## src/sv/sspp_pkg.sv

```systemverilog
// Shared types and constants for the servo status packet parser.
// No dependencies; every other file of the block refers to this package.
package sspp_pkg;

  // Field widths fixed by the packet format
  localparam int unsigned BYTE_W    = 8;
  localparam int unsigned TICKS_W   = 16;
  localparam int unsigned COUNT_W   = 4;
  localparam int unsigned DATA_W    = 64;
  localparam int unsigned CFG_IDX_W = 1;
  localparam int unsigned CFG_W     = 16;

  // Default number of stored data bytes
  localparam int unsigned MAX_DATA_DEF = 8;

  // Protocol constants
  localparam logic [BYTE_W-1:0] SYNC_BYTE = 8'hFF;
  localparam logic [BYTE_W-1:0] MIN_LEN   = 8'd2;

  // Register reset values
  localparam logic [TICKS_W-1:0] TIMEOUT_RST   = 16'd5;
  localparam logic [BYTE_W-1:0]  BROADCAST_RST = 8'd254;
  localparam logic [TICKS_W-1:0] TICKS_MAX     = 16'hFFFF;

  // Register indexes
  typedef enum logic [CFG_IDX_W-1:0] {
    CFG_TIMEOUT   = 1'b0,
    CFG_BROADCAST = 1'b1
  } cfg_idx_e;

  // Request kinds
  typedef enum logic [1:0] {
    KIND_START = 2'd0,
    KIND_BYTE  = 2'd1,
    KIND_TICK  = 2'd2,
    KIND_NONE  = 2'd3
  } kind_e;

  // Result outcomes
  typedef enum logic [1:0] {
    OUT_OK       = 2'd0,
    OUT_MISMATCH = 2'd1,
    OUT_TIMEOUT  = 2'd2
  } outcome_e;

  typedef struct packed {
    kind_e             kind;
    logic [BYTE_W-1:0] target_id;
    logic [BYTE_W-1:0] rx_byte;
  } item_t;

  typedef struct packed {
    outcome_e           outcome;
    logic [BYTE_W-1:0]  reply_id;
    logic [BYTE_W-1:0]  reply_error;
    logic [COUNT_W-1:0] data_count;
    logic [DATA_W-1:0]  reply_data;
  } result_t;

  typedef struct packed {
    logic [TICKS_W-1:0] timeout_ticks;
    logic [BYTE_W-1:0]  broadcast_id;
  } cfg_t;

endpackage

```

## src/sv/sspp_in_if.sv

```systemverilog
// Request channel of the servo status packet parser: valid, ready, payload.
// Depends on sspp_pkg for field widths.
interface sspp_in_if;
  logic                       valid;
  logic                       ready;
  logic [1:0]                 kind;
  logic [sspp_pkg::BYTE_W-1:0] target_id;
  logic [sspp_pkg::BYTE_W-1:0] rx_byte;

  modport source (output valid, output kind, output target_id, output rx_byte,
                  input ready);
  modport sink   (input valid, input kind, input target_id, input rx_byte,
                  output ready);
endinterface

```

## src/sv/sspp_out_if.sv

```systemverilog
// Result channel of the servo status packet parser: valid, ready, payload.
// Depends on sspp_pkg for field widths.
interface sspp_out_if;
  logic                         valid;
  logic                         ready;
  logic [1:0]                   outcome;
  logic [sspp_pkg::BYTE_W-1:0]  reply_id;
  logic [sspp_pkg::BYTE_W-1:0]  reply_error;
  logic [sspp_pkg::COUNT_W-1:0] data_count;
  logic [sspp_pkg::DATA_W-1:0]  reply_data;

  modport source (output valid, output outcome, output reply_id, output reply_error,
                  output data_count, output reply_data, input ready);
  modport sink   (input valid, input outcome, input reply_id, input reply_error,
                  input data_count, input reply_data, output ready);
endinterface

```

## src/sv/sspp_in_reg.sv

```systemverilog
// Input register of the parser: holds one request until the parser takes it.
// Depends on sspp_pkg for the request type.
module sspp_in_reg (
  input  logic            clk_i,
  input  logic            rst_ni,
  input  logic            valid_i,
  output logic            ready_o,
  input  sspp_pkg::item_t item_i,
  input  logic            take_i,
  output logic            valid_o,
  output sspp_pkg::item_t item_o
);

  logic            valid_q, valid_d;
  sspp_pkg::item_t item_q;

  // Accept when empty or when the held request leaves this cycle
  assign ready_o = !valid_q || take_i;

  always_comb begin
    valid_d = valid_q;
    if (valid_i && ready_o) begin
      valid_d = 1'b1;
    end else if (take_i) begin
      valid_d = 1'b0;
    end
  end

  always_ff @(posedge clk_i or negedge rst_ni) begin
    if (!rst_ni) begin
      valid_q <= 1'b0;
    end else begin
      valid_q <= valid_d;
    end
  end

  // Payload needs no reset
  always_ff @(posedge clk_i) begin
    if (valid_i && ready_o) begin
      item_q <= item_i;
    end
  end

  assign valid_o = valid_q;
  assign item_o  = item_q;

endmodule

```

## src/sv/sspp_parser.sv

```systemverilog
// Packet state machine, running checksum, data store and config registers.
// Depends on sspp_pkg; one request is processed per cycle when take_i is high.
module sspp_parser #(
  parameter int unsigned MAX_DATA = sspp_pkg::MAX_DATA_DEF
) (
  input  logic                            clk_i,
  input  logic                            rst_ni,
  input  logic                            cfg_we_i,
  input  logic [sspp_pkg::CFG_IDX_W-1:0]  cfg_index_i,
  input  logic [sspp_pkg::CFG_W-1:0]      cfg_wdata_i,
  input  logic                            take_i,
  input  sspp_pkg::item_t                 item_i,
  output logic                            res_valid_o,
  output sspp_pkg::result_t               res_o
);

  localparam int unsigned IDX_W = (MAX_DATA > 1) ? $clog2(MAX_DATA) : 1;
  localparam int unsigned NBYTES = sspp_pkg::DATA_W / sspp_pkg::BYTE_W;

  typedef enum logic [5:0] {
    PH_SYNC = 6'b000001,
    PH_ID   = 6'b000010,
    PH_LEN  = 6'b000100,
    PH_ERR  = 6'b001000,
    PH_DATA = 6'b010000,
    PH_SUM  = 6'b100000
  } phase_e;

  sspp_pkg::cfg_t cfg_q;

  logic                          active_q, active_d;
  phase_e                        phase_q, phase_d;
  logic                          sync_q, sync_d;
  logic [sspp_pkg::BYTE_W-1:0]   want_id_q, want_id_d;
  logic [sspp_pkg::BYTE_W-1:0]   got_id_q, got_id_d;
  logic [sspp_pkg::BYTE_W-1:0]   got_len_q, got_len_d;
  logic [sspp_pkg::BYTE_W-1:0]   got_err_q, got_err_d;
  logic [sspp_pkg::BYTE_W-1:0]   idx_q, idx_d;
  logic [sspp_pkg::BYTE_W-1:0]   sum_q, sum_d;
  logic [sspp_pkg::TICKS_W-1:0]  ticks_q, ticks_d;

  logic [sspp_pkg::BYTE_W-1:0]   store_q [MAX_DATA];
  logic                          store_we;

  logic [sspp_pkg::BYTE_W-1:0]   b;
  logic [sspp_pkg::BYTE_W-1:0]   len_m2;
  logic [sspp_pkg::BYTE_W-1:0]   idx_inc;
  logic [sspp_pkg::TICKS_W-1:0]  ticks_inc;
  logic [sspp_pkg::COUNT_W-1:0]  count;
  logic [sspp_pkg::DATA_W-1:0]   packed_data;

  assign b       = item_i.rx_byte;
  assign len_m2  = got_len_q - sspp_pkg::MIN_LEN;
  assign idx_inc = idx_q + 8'd1;
  assign ticks_inc = (ticks_q == sspp_pkg::TICKS_MAX) ? ticks_q : ticks_q + 16'd1;

  // Cap the stored byte count
  assign count = (len_m2 > sspp_pkg::BYTE_W'(MAX_DATA)) ?
                 sspp_pkg::COUNT_W'(MAX_DATA) : len_m2[sspp_pkg::COUNT_W-1:0];

  // Pack stored bytes, zero at and above the count
  always_comb begin
    packed_data = '0;
    for (int i = 0; i < NBYTES; i++) begin
      if ((i < MAX_DATA) && (sspp_pkg::COUNT_W'(i) < count)) begin
        packed_data[i*sspp_pkg::BYTE_W +: sspp_pkg::BYTE_W] = store_q[IDX_W'(i)];
      end
    end
  end

  // Next state and result for the request in hand
  always_comb begin
    active_d  = active_q;
    phase_d   = phase_q;
    sync_d    = sync_q;
    want_id_d = want_id_q;
    got_id_d  = got_id_q;
    got_len_d = got_len_q;
    got_err_d = got_err_q;
    idx_d     = idx_q;
    sum_d     = sum_q;
    ticks_d   = ticks_q;
    store_we  = 1'b0;
    res_valid_o = 1'b0;
    res_o       = '0;

    if (take_i) begin
      case (item_i.kind)
        sspp_pkg::KIND_START: begin
          active_d  = 1'b1;
          want_id_d = item_i.target_id;
          ticks_d   = '0;
          idx_d     = '0;
          sum_d     = '0;
          phase_d   = PH_SYNC;
          sync_d    = 1'b0;
        end
        sspp_pkg::KIND_BYTE: begin
          if (active_q && (ticks_q < cfg_q.timeout_ticks)) begin
            case (phase_q)
              PH_SYNC: begin
                if (b == sspp_pkg::SYNC_BYTE) begin
                  if (sync_q) begin
                    phase_d = PH_ID;
                    sync_d  = 1'b0;
                  end else begin
                    sync_d = 1'b1;
                  end
                end else begin
                  sync_d = 1'b0;
                end
              end
              PH_ID: begin
                // Skip extra sync bytes; drop foreign ids unless broadcast
                if (b != sspp_pkg::SYNC_BYTE) begin
                  if ((want_id_q != cfg_q.broadcast_id) && (b != want_id_q)) begin
                    phase_d = PH_SYNC;
                    sync_d  = 1'b0;
                  end else begin
                    got_id_d = b;
                    sum_d    = b;
                    phase_d  = PH_LEN;
                  end
                end
              end
              PH_LEN: begin
                if (b < sspp_pkg::MIN_LEN) begin
                  phase_d = PH_SYNC;
                  sync_d  = 1'b0;
                end else begin
                  got_len_d = b;
                  sum_d     = sum_q + b;
                  phase_d   = PH_ERR;
                end
              end
              PH_ERR: begin
                got_err_d = b;
                sum_d     = sum_q + b;
                idx_d     = '0;
                phase_d   = (got_len_q > sspp_pkg::MIN_LEN) ? PH_DATA : PH_SUM;
              end
              PH_DATA: begin
                // Store the first bytes, sum them all
                store_we = (idx_q < sspp_pkg::BYTE_W'(MAX_DATA));
                sum_d    = sum_q + b;
                idx_d    = idx_inc;
                if (idx_inc >= len_m2) begin
                  phase_d = PH_SUM;
                end
              end
              PH_SUM: begin
                res_valid_o       = 1'b1;
                res_o.outcome     = (b == ~sum_q) ? sspp_pkg::OUT_OK : sspp_pkg::OUT_MISMATCH;
                res_o.reply_id    = got_id_q;
                res_o.reply_error = got_err_q;
                res_o.data_count  = count;
                res_o.reply_data  = packed_data;
                active_d = 1'b0;
                phase_d  = PH_SYNC;
                sync_d   = 1'b0;
              end
              default: begin
                phase_d = PH_SYNC;
                sync_d  = 1'b0;
              end
            endcase
          end
        end
        sspp_pkg::KIND_TICK: begin
          if (active_q) begin
            ticks_d = ticks_inc;
            if (ticks_inc >= cfg_q.timeout_ticks) begin
              res_valid_o   = 1'b1;
              res_o.outcome = sspp_pkg::OUT_TIMEOUT;
              active_d = 1'b0;
              phase_d  = PH_SYNC;
              sync_d   = 1'b0;
            end
          end
        end
        default: begin
        end
      endcase
    end
  end

  // Control state
  always_ff @(posedge clk_i or negedge rst_ni) begin
    if (!rst_ni) begin
      active_q  <= 1'b0;
      phase_q   <= PH_SYNC;
      sync_q    <= 1'b0;
      want_id_q <= '0;
      got_id_q  <= '0;
      got_len_q <= '0;
      got_err_q <= '0;
      idx_q     <= '0;
      sum_q     <= '0;
      ticks_q   <= '0;
    end else begin
      active_q  <= active_d;
      phase_q   <= phase_d;
      sync_q    <= sync_d;
      want_id_q <= want_id_d;
      got_id_q  <= got_id_d;
      got_len_q <= got_len_d;
      got_err_q <= got_err_d;
      idx_q     <= idx_d;
      sum_q     <= sum_d;
      ticks_q   <= ticks_d;
    end
  end

  // Configuration registers
  always_ff @(posedge clk_i or negedge rst_ni) begin
    if (!rst_ni) begin
      cfg_q.timeout_ticks <= sspp_pkg::TIMEOUT_RST;
      cfg_q.broadcast_id  <= sspp_pkg::BROADCAST_RST;
    end else if (cfg_we_i) begin
      case (cfg_index_i)
        sspp_pkg::CFG_TIMEOUT:   cfg_q.timeout_ticks <= cfg_wdata_i;
        sspp_pkg::CFG_BROADCAST: cfg_q.broadcast_id  <= cfg_wdata_i[sspp_pkg::BYTE_W-1:0];
        default: begin
        end
      endcase
    end
  end

  // Data store, no reset
  always_ff @(posedge clk_i) begin
    if (store_we) begin
      store_q[idx_q[IDX_W-1:0]] <= b;
    end
  end

  // A result comes only from an armed parser
  assert property (@(posedge clk_i) disable iff (!rst_ni) res_valid_o |-> active_q)
    else $error("result from idle parser");

  // Start arms the parser at sync
  assert property (@(posedge clk_i) disable iff (!rst_ni)
    (take_i && item_i.kind == sspp_pkg::KIND_START) |=> (active_q && phase_q == PH_SYNC))
    else $error("start did not arm parser");

  // Every result leaves the parser idle
  assert property (@(posedge clk_i) disable iff (!rst_ni)
    res_valid_o |=> (!active_q && phase_q == PH_SYNC && !sync_q))
    else $error("parser still armed after result");

  // Timeouts come from ticks only
  assert property (@(posedge clk_i) disable iff (!rst_ni)
    (res_valid_o && res_o.outcome == sspp_pkg::OUT_TIMEOUT) |->
    (item_i.kind == sspp_pkg::KIND_TICK))
    else $error("timeout without tick");

endmodule

```

## src/sv/sspp_out_reg.sv

```systemverilog
// Result register of the parser: holds one result until the receiver takes it.
// Depends on sspp_pkg for the result type.
module sspp_out_reg (
  input  logic              clk_i,
  input  logic              rst_ni,
  input  logic              take_i,
  input  logic              res_valid_i,
  input  sspp_pkg::result_t res_i,
  output logic              free_o,
  output logic              valid_o,
  input  logic              ready_i,
  output sspp_pkg::result_t res_o
);

  logic              valid_q, valid_d;
  sspp_pkg::result_t res_q;

  // Slot is free when empty or emptied this cycle
  assign free_o = !valid_q || ready_i;

  always_comb begin
    valid_d = valid_q;
    if (take_i) begin
      valid_d = res_valid_i;
    end else if (ready_i) begin
      valid_d = 1'b0;
    end
  end

  always_ff @(posedge clk_i or negedge rst_ni) begin
    if (!rst_ni) begin
      valid_q <= 1'b0;
    end else begin
      valid_q <= valid_d;
    end
  end

  always_ff @(posedge clk_i) begin
    if (take_i && res_valid_i) begin
      res_q <= res_i;
    end
  end

  assign valid_o = valid_q;
  assign res_o   = res_q;

endmodule

```

## src/sv/servo_status_packet_parser.sv

```systemverilog
// Top level of the servo status packet parser.
// Depends on sspp_pkg, sspp_in_if, sspp_out_if, sspp_in_reg, sspp_parser, sspp_out_reg.
//
// Usage:
//   in_i carries requests: kind 0 arms the parser with target_id and clears
//   the tick count, kind 1 delivers one bus byte, kind 2 is a 1 ms tick.
//   out_o carries results: ok or checksum mismatch on the checksum byte of a
//   status packet, or timeout when the tick count reaches timeout_ticks.
//   Registers (cfg_we_i, cfg_index_i, cfg_wdata_i): index 0 timeout_ticks,
//   index 1 broadcast_id; write them only while no request is in flight.
// Throughput:
//   One request per cycle while the result slot is free. A request is held
//   in the input register until the parser takes it, and its result is then
//   written into the result register.
//   The rate is set by the combinational parser step on the running checksum.
// Reset:
//   The parser is idle, timeout_ticks is 5 and broadcast_id is 254.
// Stall:
//   While a result waits on out_o, the request held in the input register
//   waits too; in_i.ready drops once that register is full.
module servo_status_packet_parser #(
  parameter int unsigned MAX_DATA = sspp_pkg::MAX_DATA_DEF
) (
  input  logic                           clk_i,
  input  logic                           rst_ni,
  input  logic                           cfg_we_i,
  input  logic [sspp_pkg::CFG_IDX_W-1:0] cfg_index_i,
  input  logic [sspp_pkg::CFG_W-1:0]     cfg_wdata_i,
  sspp_in_if.sink                        in_i,
  sspp_out_if.source                     out_o
);

  sspp_pkg::item_t   in_item;
  sspp_pkg::item_t   held_item;
  logic              held_valid;
  logic              take;
  logic              out_free;
  logic              res_valid;
  sspp_pkg::result_t res;
  sspp_pkg::result_t out_res;

  // Pack the request payload
  assign in_item.kind      = sspp_pkg::kind_e'(in_i.kind);
  assign in_item.target_id = in_i.target_id;
  assign in_item.rx_byte   = in_i.rx_byte;

  // Advance the held request when the result slot is free
  assign take = held_valid && out_free;

  sspp_in_reg u_in_reg (
    .clk_i   (clk_i),
    .rst_ni  (rst_ni),
    .valid_i (in_i.valid),
    .ready_o (in_i.ready),
    .item_i  (in_item),
    .take_i  (take),
    .valid_o (held_valid),
    .item_o  (held_item)
  );

  sspp_parser #(
    .MAX_DATA (MAX_DATA)
  ) u_parser (
    .clk_i       (clk_i),
    .rst_ni      (rst_ni),
    .cfg_we_i    (cfg_we_i),
    .cfg_index_i (cfg_index_i),
    .cfg_wdata_i (cfg_wdata_i),
    .take_i      (take),
    .item_i      (held_item),
    .res_valid_o (res_valid),
    .res_o       (res)
  );

  sspp_out_reg u_out_reg (
    .clk_i       (clk_i),
    .rst_ni      (rst_ni),
    .take_i      (take),
    .res_valid_i (res_valid),
    .res_i       (res),
    .free_o      (out_free),
    .valid_o     (out_o.valid),
    .ready_i     (out_o.ready),
    .res_o       (out_res)
  );

  // Unpack the result payload
  assign out_o.outcome     = out_res.outcome;
  assign out_o.reply_id    = out_res.reply_id;
  assign out_o.reply_error = out_res.reply_error;
  assign out_o.data_count  = out_res.data_count;
  assign out_o.reply_data  = out_res.reply_data;

endmodule

```

## src/flat_wrapper.sv

```systemverilog
// flat-port wrapper written by rule: the top's interface ports become plain ports
module servo_status_packet_parser_flat 
#(
  parameter int unsigned MAX_DATA = sspp_pkg::MAX_DATA_DEF
)
  (clk_i, rst_ni, cfg_we_i, cfg_index_i, cfg_wdata_i, in_i_valid, in_i_kind, in_i_target_id, in_i_rx_byte, in_i_ready, out_o_valid, out_o_outcome, out_o_reply_id, out_o_reply_error, out_o_data_count, out_o_reply_data, out_o_ready);
  sspp_in_if in_i_i ();
  sspp_out_if out_o_i ();
  input  logic clk_i;
  input  logic rst_ni;
  input  logic cfg_we_i;
  input  logic [sspp_pkg::CFG_IDX_W-1:0] cfg_index_i;
  input  logic [sspp_pkg::CFG_W-1:0] cfg_wdata_i;
  input wire logic [$bits(in_i_i.valid)-1:0] in_i_valid;
  input wire logic [$bits(in_i_i.kind)-1:0] in_i_kind;
  input wire logic [$bits(in_i_i.target_id)-1:0] in_i_target_id;
  input wire logic [$bits(in_i_i.rx_byte)-1:0] in_i_rx_byte;
  output wire logic [$bits(in_i_i.ready)-1:0] in_i_ready;
  output wire logic [$bits(out_o_i.valid)-1:0] out_o_valid;
  output wire logic [$bits(out_o_i.outcome)-1:0] out_o_outcome;
  output wire logic [$bits(out_o_i.reply_id)-1:0] out_o_reply_id;
  output wire logic [$bits(out_o_i.reply_error)-1:0] out_o_reply_error;
  output wire logic [$bits(out_o_i.data_count)-1:0] out_o_data_count;
  output wire logic [$bits(out_o_i.reply_data)-1:0] out_o_reply_data;
  input wire logic [$bits(out_o_i.ready)-1:0] out_o_ready;
  assign in_i_i.valid = in_i_valid;
  assign in_i_i.kind = in_i_kind;
  assign in_i_i.target_id = in_i_target_id;
  assign in_i_i.rx_byte = in_i_rx_byte;
  assign in_i_ready = in_i_i.ready;
  assign out_o_valid = out_o_i.valid;
  assign out_o_outcome = out_o_i.outcome;
  assign out_o_reply_id = out_o_i.reply_id;
  assign out_o_reply_error = out_o_i.reply_error;
  assign out_o_data_count = out_o_i.data_count;
  assign out_o_reply_data = out_o_i.reply_data;
  assign out_o_i.ready = out_o_ready;
  servo_status_packet_parser #(.MAX_DATA(MAX_DATA)) u_core (.clk_i(clk_i), .rst_ni(rst_ni), .cfg_we_i(cfg_we_i), .cfg_index_i(cfg_index_i), .cfg_wdata_i(cfg_wdata_i), .in_i(in_i_i), .out_o(out_o_i));
endmodule
```

## config.mk

```make
export PLATFORM = sky130hd
export DESIGN_NAME = servo_status_packet_parser_flat
export DESIGN_NICKNAME = d
export VERILOG_FILES = /design/src/sv/sspp_pkg.sv /design/src/sv/sspp_in_if.sv /design/src/sv/sspp_out_if.sv /design/src/sv/sspp_in_reg.sv /design/src/sv/sspp_parser.sv /design/src/sv/sspp_out_reg.sv /design/src/sv/servo_status_packet_parser.sv /design/src/flat_wrapper.sv
export SDC_FILE = /design/constraint.sdc
export NUM_CORES = 1
export LEC_CHECK = 0
export BUFFER_PORTS_ARGS = -buffer_cell sky130_fd_sc_hd__buf_2
export CAP_MARGIN = 20
export CORE_AREA = 2 2 178 180
export DETAILED_ROUTE_END_ITERATION = 12
export DIE_AREA = 0 0 180 182
export PLACE_DENSITY = 0.56
export SLEW_MARGIN = 0
export SYNTH_ARGS = -nofsm -noshare
export SYNTH_HDL_FRONTEND = slang
export SYNTH_HIERARCHICAL = 1
export SYNTH_SLANG_ARGS = --single-unit
```

## constraint.sdc

```tcl
create_clock -name clk_i -period 4.8 [get_ports clk_i]
set_input_delay 0.72 -clock clk_i [delete_from_list [all_inputs] [get_ports clk_i]]
set_output_delay 0.72 -clock clk_i [all_outputs]
set_load 0.02 [all_outputs]
```

== Word level (Yosys, flattened, before mapping) ==
Memory sizes are Yosys's and may differ from the RTL's.
Cells that the tools add are included.

* Word-level logic and storage cells: 189
* Output and inout port bits: 88
* Memories: 1
* Register bits after elaboration: 202
* Input port bits: 40
* Bits in writable memories: 64

* Magnitude comparators: 15
* Multiplexer cells: 70
* Bitwise logic cells: 4
* Add/sub/neg operators: 4
* Reduce and logical (&&, ||, !) cells: 37
* Equality and inequality tests: 29

{| class="wikitable"
|+ Memories
! memory !! depth !! width !! rd ports !! clocked after memory_dff !! wr ports !! RTL line !! RTL
|-
| u_core.u_parser.store_q || 8 || 8 || 8 || 0 || 1 || sspp_parser.sv:42 || <nowiki>logic [sspp_pkg::BYTE_W-1:0] store_q [MAX_DATA];</nowiki>
|}

{| class="wikitable"
|+ Operator list
! operator !! count
|-
| 85-bit 2-to-1 mux || 2
|-
| 8-bit 2-to-1 mux || 13
|-
| 6-bit 2-to-1 mux || 8
|-
| 8-bit case mux with 2 select lines || 3
|-
| 5-bit AND reduction || 9
|-
| 16-bit 2-to-1 mux || 2
|-
| 16-bit case mux with 2 select lines || 1
|-
| 6-bit case mux with 5 select lines || 1
|-
| 1-bit 2-to-1 mux || 28
|-
| 3-bit inequality test, second input constant || 8
|-
| 8-bit case mux with 3 select lines || 1
|-
| 6-bit case mux with 3 select lines || 1
|-
| 9-bit AND reduction || 2
|-
| 16-bit by 1-bit adder with 16-bit output, second input constant || 1
|-
| 16-bit == test, second input constant || 1
|-
| 16-bit greater-or-equal comparator || 1
|-
| 16-bit less-than comparator || 1
|-
| 3-bit by 4-bit less-than comparator with 1-bit output, first input constant || 4
|-
| 8-bit inequality test || 2
|-
| 4-bit AND reduction || 4
|-
| 8-bit by 1-bit adder with 8-bit output, second input constant || 1
|-
| 8-bit adder || 1
|-
| 8-bit == test || 1
|-
| 8-bit == test, second input constant || 1
|-
| other kinds (41) || 62
|}

== Longest topological paths before layout ==
* Word-level depth: 8
* Depth in mapped cells: 16
* Depth with buffers taken out: 15

== By module ==
The synthesis kept the hierarchy.

{| class="wikitable"
|+ Modules (own cells, without submodules)
! module !! seq. area each (um2) !! instances !! cells an instance !! area an instance (um2)
|-
| sspp_parser || 4336.7 || 1 || 840 || 8954.8
|-
| sspp_out_reg || 2607.5 || 1 || 90 || 2637.5
|-
| sspp_in_reg || 565.5 || 1 || 22 || 594.3
|-
| servo_status_packet_parser || 0.0 || 1 || 1 || 6.3
|}

== Worst setup path before layout ==
Ideal clock, no wire load.

* Path kind: flip-flop to flip-flop
* Start: register u_core/u_parser/ticks_q[0] in the netlist's numbering
* End: register u_core.u_out_reg.res_q (netlist bit u_core/u_out_reg/res_o[0]) (enable)
* Data required time: 4416 ps
* Stages on the path, launching flop included: 16
* Setup slack: 359 ps
* Setup time: 384 ps
* Period minus slack after synthesis: 4441 ps
* Buffers on the path: 1
* Data arrival time: 4056 ps
* Cell sequence: dfrtp_1 -> ha_1 -> nand3_1 -> nor4_2 -> a21oi_1 -> and4_1 -> clkbuf_1 -> nand3_1 -> xnor2_1 -> ha_1 -> nand2_1 -> nor4_2 -> or4b_4 -> a31oi_1 -> o21a_1 -> and2_4

* Word-level cells in the longest chain between the ends: 8

{| class="wikitable"
|+ RTL lines
! what !! RTL line !! RTL
|-
| start: declaration || sspp_parser.sv:40 || <nowiki>logic [sspp_pkg::TICKS_W-1:0] ticks_q, ticks_d;</nowiki>
|-
| start signal: assignment || sspp_parser.sv:210 || <nowiki>ticks_q <= ticks_d;</nowiki>
|-
| 16-bit by 1-bit adder with 16-bit output or 16-bit == test (tied branches) || sspp_parser.sv:55 || <nowiki>assign ticks_inc = (ticks_q == sspp_pkg::TICKS_MAX) ? ticks_q : ticks_q + 16'd1;</nowiki>
|-
| 16-bit 2-to-1 mux || sspp_parser.sv:55 ||
|-
| 16-bit greater-or-equal comparator || sspp_parser.sv:172 || <nowiki>if (ticks_inc >= cfg_q.timeout_ticks) begin</nowiki>
|-
| 1-bit 2-to-1 mux || sspp_parser.sv:172 ||
|-
| 1-bit 2-to-1 mux || sspp_parser.sv:170 || <nowiki>if (active_q) begin</nowiki>
|-
| 1-bit case mux with 2 select lines (*) || sspp_parser.sv:88 || <nowiki>case (item_i.kind)</nowiki>
|-
| 1-bit 2-to-1 mux (*) || sspp_parser.sv:87 || <nowiki>if (take_i) begin</nowiki>
|-
| via u_core.res_valid || servo_status_packet_parser.sv:38 || <nowiki>logic res_valid;</nowiki>
|-
| 1-bit logical AND (*) || sspp_out_reg.sv:39 || <nowiki>if (take_i && res_valid_i) begin</nowiki>
|-
| end signal: assignment || sspp_out_reg.sv:40 || <nowiki>res_q <= res_i;</nowiki>
|-
| end: declaration || sspp_out_reg.sv:16 || <nowiki>sspp_pkg::result_t res_q;</nowiki>
|}

Mark *: on every way through the listed nets, which the timed path passes. The rest lies on a longest branch.
A chain may end at the register's enable or synchronous reset.

== Worst setup path after layout ==
* Start: register u_core/u_parser/ticks_q[0] in the netlist's numbering
* End: register u_core.u_out_reg.res_q (netlist bit u_core/u_out_reg/res_o[22]) (enable)

Same word-level chain as after synthesis.

==> impl_metrics.ini <==
[place]
buffer_ports.inserted = 127
detailedPlacementHpwl_um = 17500
routabilityCongestion = 0.824
pre_cts_slack_ns = 0.581
dpl-instance-area_um2 = 13400
dpl.cell_count = 1469

[grt]
grt_pass1_vias = 7545
grt_busiest_layer = met2
grtUsageMet3_pct = 2.77
grt_pass1_wl_um = 41900
met1_usage_grt_pct = 21.6
grtUsageTotal_pct = 16.0
largest_net_degree_at_the_start_of_global_routing = 65
number_of_antenna_violations_at_the_first_check_in_global_routing = 0
global_route.usage.met2_pct = 26.6
grt.overflow.total = 0

[sta]
tightestPinTransition_ns = 0.910
period_share_pct = 88.8
layout_min_cycle_time_ns = 4.26
max_slew_headroom_pct = 39.3
fmaxAchievable_ghz = 0.235
grt_setup_unrepaired = false
fin_setup_tns_ns = 0
setup_violations = 0
setup_ws_ns = 0.536
final_hold_viol_count = 0
timing.final.max_slew_violations = 0
final.setup_skew_ns = 0.0150

[layout]
fin_nets = 1194
diodes = 0
final_cell_area_um2 = 14300
layout-area-overhead-vs-synth_pct = 17.5
final_layout_size_suffix_gt1_share_pct = 21.5
layoutNonFillerInstCount = 1524

[die]
num_io_pins = 128
die_area_um2 = 32800
initial_core_util_pct = 39.3
chipHeight_um = 182
die-width_um = 180
core.rowCount = 65
design.core.area_um2 = 31000

[run_status]
run_status = finished clean

[route]
drt-total-wl_um = 26100
route.detailed.drc = 0
drt_iter0_drcs = 415
drt-vias-per-instance = 5.04
number_of_nets_with_antenna_violations_after_detailed_routing = 0
dr.pass1.iters = 5
total_number_of_vias = 7683
wl_per_cell_um = 17.1

[run]
cap_viol_max_count = 0

[clock_tree]
cts_sinks = 266
clock-root-buffer = clkbuf_16
path_clk_slew_ns = 0.06
postCtsSetupRepairBufs = 0
cts-htree-levels = 1
cts-buffers-inserted = 29
cts_tree = yes
clock_latency_ns = 0.56
number_of_gates_given_a_new_drive_strength_after_cts = 0
clock_path_buffers = 3
cts_hold_repair.buffers = 0

[yosys]
synth_cell_type_count = 69
postSynthRegisterBits = 266
synth_top_area_share_pct = 41.4
yosysWarnings = 6
synth_fp_nets = 1048
ys_seq_area_share_pct = 61.6
synth_top_flop_cell = edfxtp_1
syn_inst = 953
average_footprint_of_a_synthesized_cell_um2 = 12.8
synth_most_common_cell = edfxtp_1
synth_enable_flop_cells = 168
synth.top_cells.by_area = edfxtp_1 (41%), dfrtp_1 (18%), ha_1 (5.5%)
synth_top_area_cell = edfxtp_1
yosys-top-cells-count = edfxtp_1 (168), dfrtp_1 (88), and2_1 (68)
netlist_area_um2 = 12200
ys_async_sr_fraction_pct = 36.8

[power_and_ir_drop]
totalPowerFinal_mw = 5.40
p_leak_nw = 6.26
power.density_cell_area_nw_per_um2 = 377
vdd_drop_max_v = 0.000257

[critical_path]
setup.worst_path.end_class = register
highest_fanout_seen_on_the_critical_path = 45
crit_arrival_ns = 4.49
cp-start-kind = register
cp.required_ns = 5.03
timing_worst_setup_path_type = register to register

[worst_hold_path]
min_path_type = primary input to asynchronous set/reset pin
-- cell families after synthesis --
family	Yosys count	share of synthesized area, %
mux	56	5.33
flops	266	61.6
buf+inv	59	1.90
simple gates	319	14.3
compound gates	155	8.14
fa+ha+maj	55	5.71
xor+xnor	43	3.09
-- routing by layer --
layer | up-vias | share of wire, %
li1 | 3780 | -
met2 | 180 | 48
met5 | - | 0
met4 | 0 | 2.5
met3 | 52 | 4.5
met1 | 3671 | 45
-- through the flow --
stage | hold WS (ns) | util [%]
floorplan | 0.424 | -
global placement | 0.458 | 43.1
detailed placement | 0.466 | 43.1
CTS | 0.290 | 46.2
global route | 0.310 | 46.2
finish | 0.272 | 46.2
-- worst max-delay path, cell delays in order (launching register included) --
cell	delay, ns
dfrtp_1	0.45
ha_1	0.25
nand3_1	0.19
nor4_2	0.35
a21oi_1	0.14
and4_1	0.28
nand3_1	0.14
xnor2_1	0.08
ha_1	0.29
nand2_1	0.07
nor4_2	0.29
or4b_4	0.52
a31oi_1	0.27
o21a_1	0.15
and2_4	0.18
buf_12	0.25
-- sequential cells by signal, indices dropped and copies added (netlist names) --
register / cells
u_core/u_in_reg/item_o: 18
u_core/u_in_reg/valid_o: 1
u_core/u_out_reg/res_o: 86
u_core/u_out_reg/valid_o: 1
u_core/u_parser/active_q: 1
u_core/u_parser/cfg_q: 24
u_core/u_parser/got_err_q: 8
u_core/u_parser/got_id_q: 8
u_core/u_parser/got_len_q: 8
u_core/u_parser/idx_q: 8
u_core/u_parser/phase_q: 6
u_core/u_parser/store_q: 64
u_core/u_parser/sum_q: 8
u_core/u_parser/sync_q: 1
u_core/u_parser/ticks_q: 16
u_core/u_parser/want_id_q: 8
-- area by class of cell --
type	count	area (um2)
clock inverters	14	115
fillers	2820	16700
well taps	402	503
inverters	29	109
clock buffers	40	827
repair buffers	145	806
flip-flops and latches	266	7510
multi-input cells	628	4450
-- path summary, 6_finish.rpt --
| check | end | start | cells after the start | slack (ns) |
|---|---|---|---|---|
| max in group asynchronous | u_core/u_parser/cfg_q[5] | rst_ni | 2 | 3.51 |
| min in group clk_i | u_core/u_in_reg/item_o[11] | in_i_target_id[3] | 1 | 0.34 |
| max | u_core/u_out_reg/res_o[22] | u_core/u_parser/ticks_q[0] | 15 | 0.54 |
| min | u_core/u_parser/cfg_q[21] | rst_ni | 1 | 0.27 |
| max reg2reg | u_core/u_out_reg/res_o[22] | u_core/u_parser/ticks_q[0] | 15 | 0.54 |
| min reg2reg | u_core/u_parser/want_id_q[3] | u_core/u_in_reg/item_o[11] | 1 | 0.48 |
-- cell usage in the layout, fill, tap and decap left out, types with 10 or more instances in the layout --
cell type	synthesis	final
edfxtp_1	168	168
buf_2	8	126
dfrtp_1	88	88
and2_1	68	68
nand2_1	67	67
ha_1	54	54
nor2_1	52	52
o21ai_0	45	45
a21oi_1	33	33
xnor2_1	32	32
clkbuf_16	0	29
inv_1	29	29
mux2_1	29	29
and3_1	28	28
nand3_1	25	25
mux2_2	18	18
buf_4	0	16
nor3_1	15	15
nand4_1	12	12
a31oi_1	12	12
nand2b_1	11	11
xor2_1	11	11
dfstp_2	10	10
-- report_power, final --
part / leakage [nW] / switching, mW / internal [mW]
sequential: 3.00 / 0.116 / 2.54
combinational: 2.80 / 0.319 / 0.269
clock: 0.463 / 0.895 / 1.26
(Power assumes the default switching activity.)
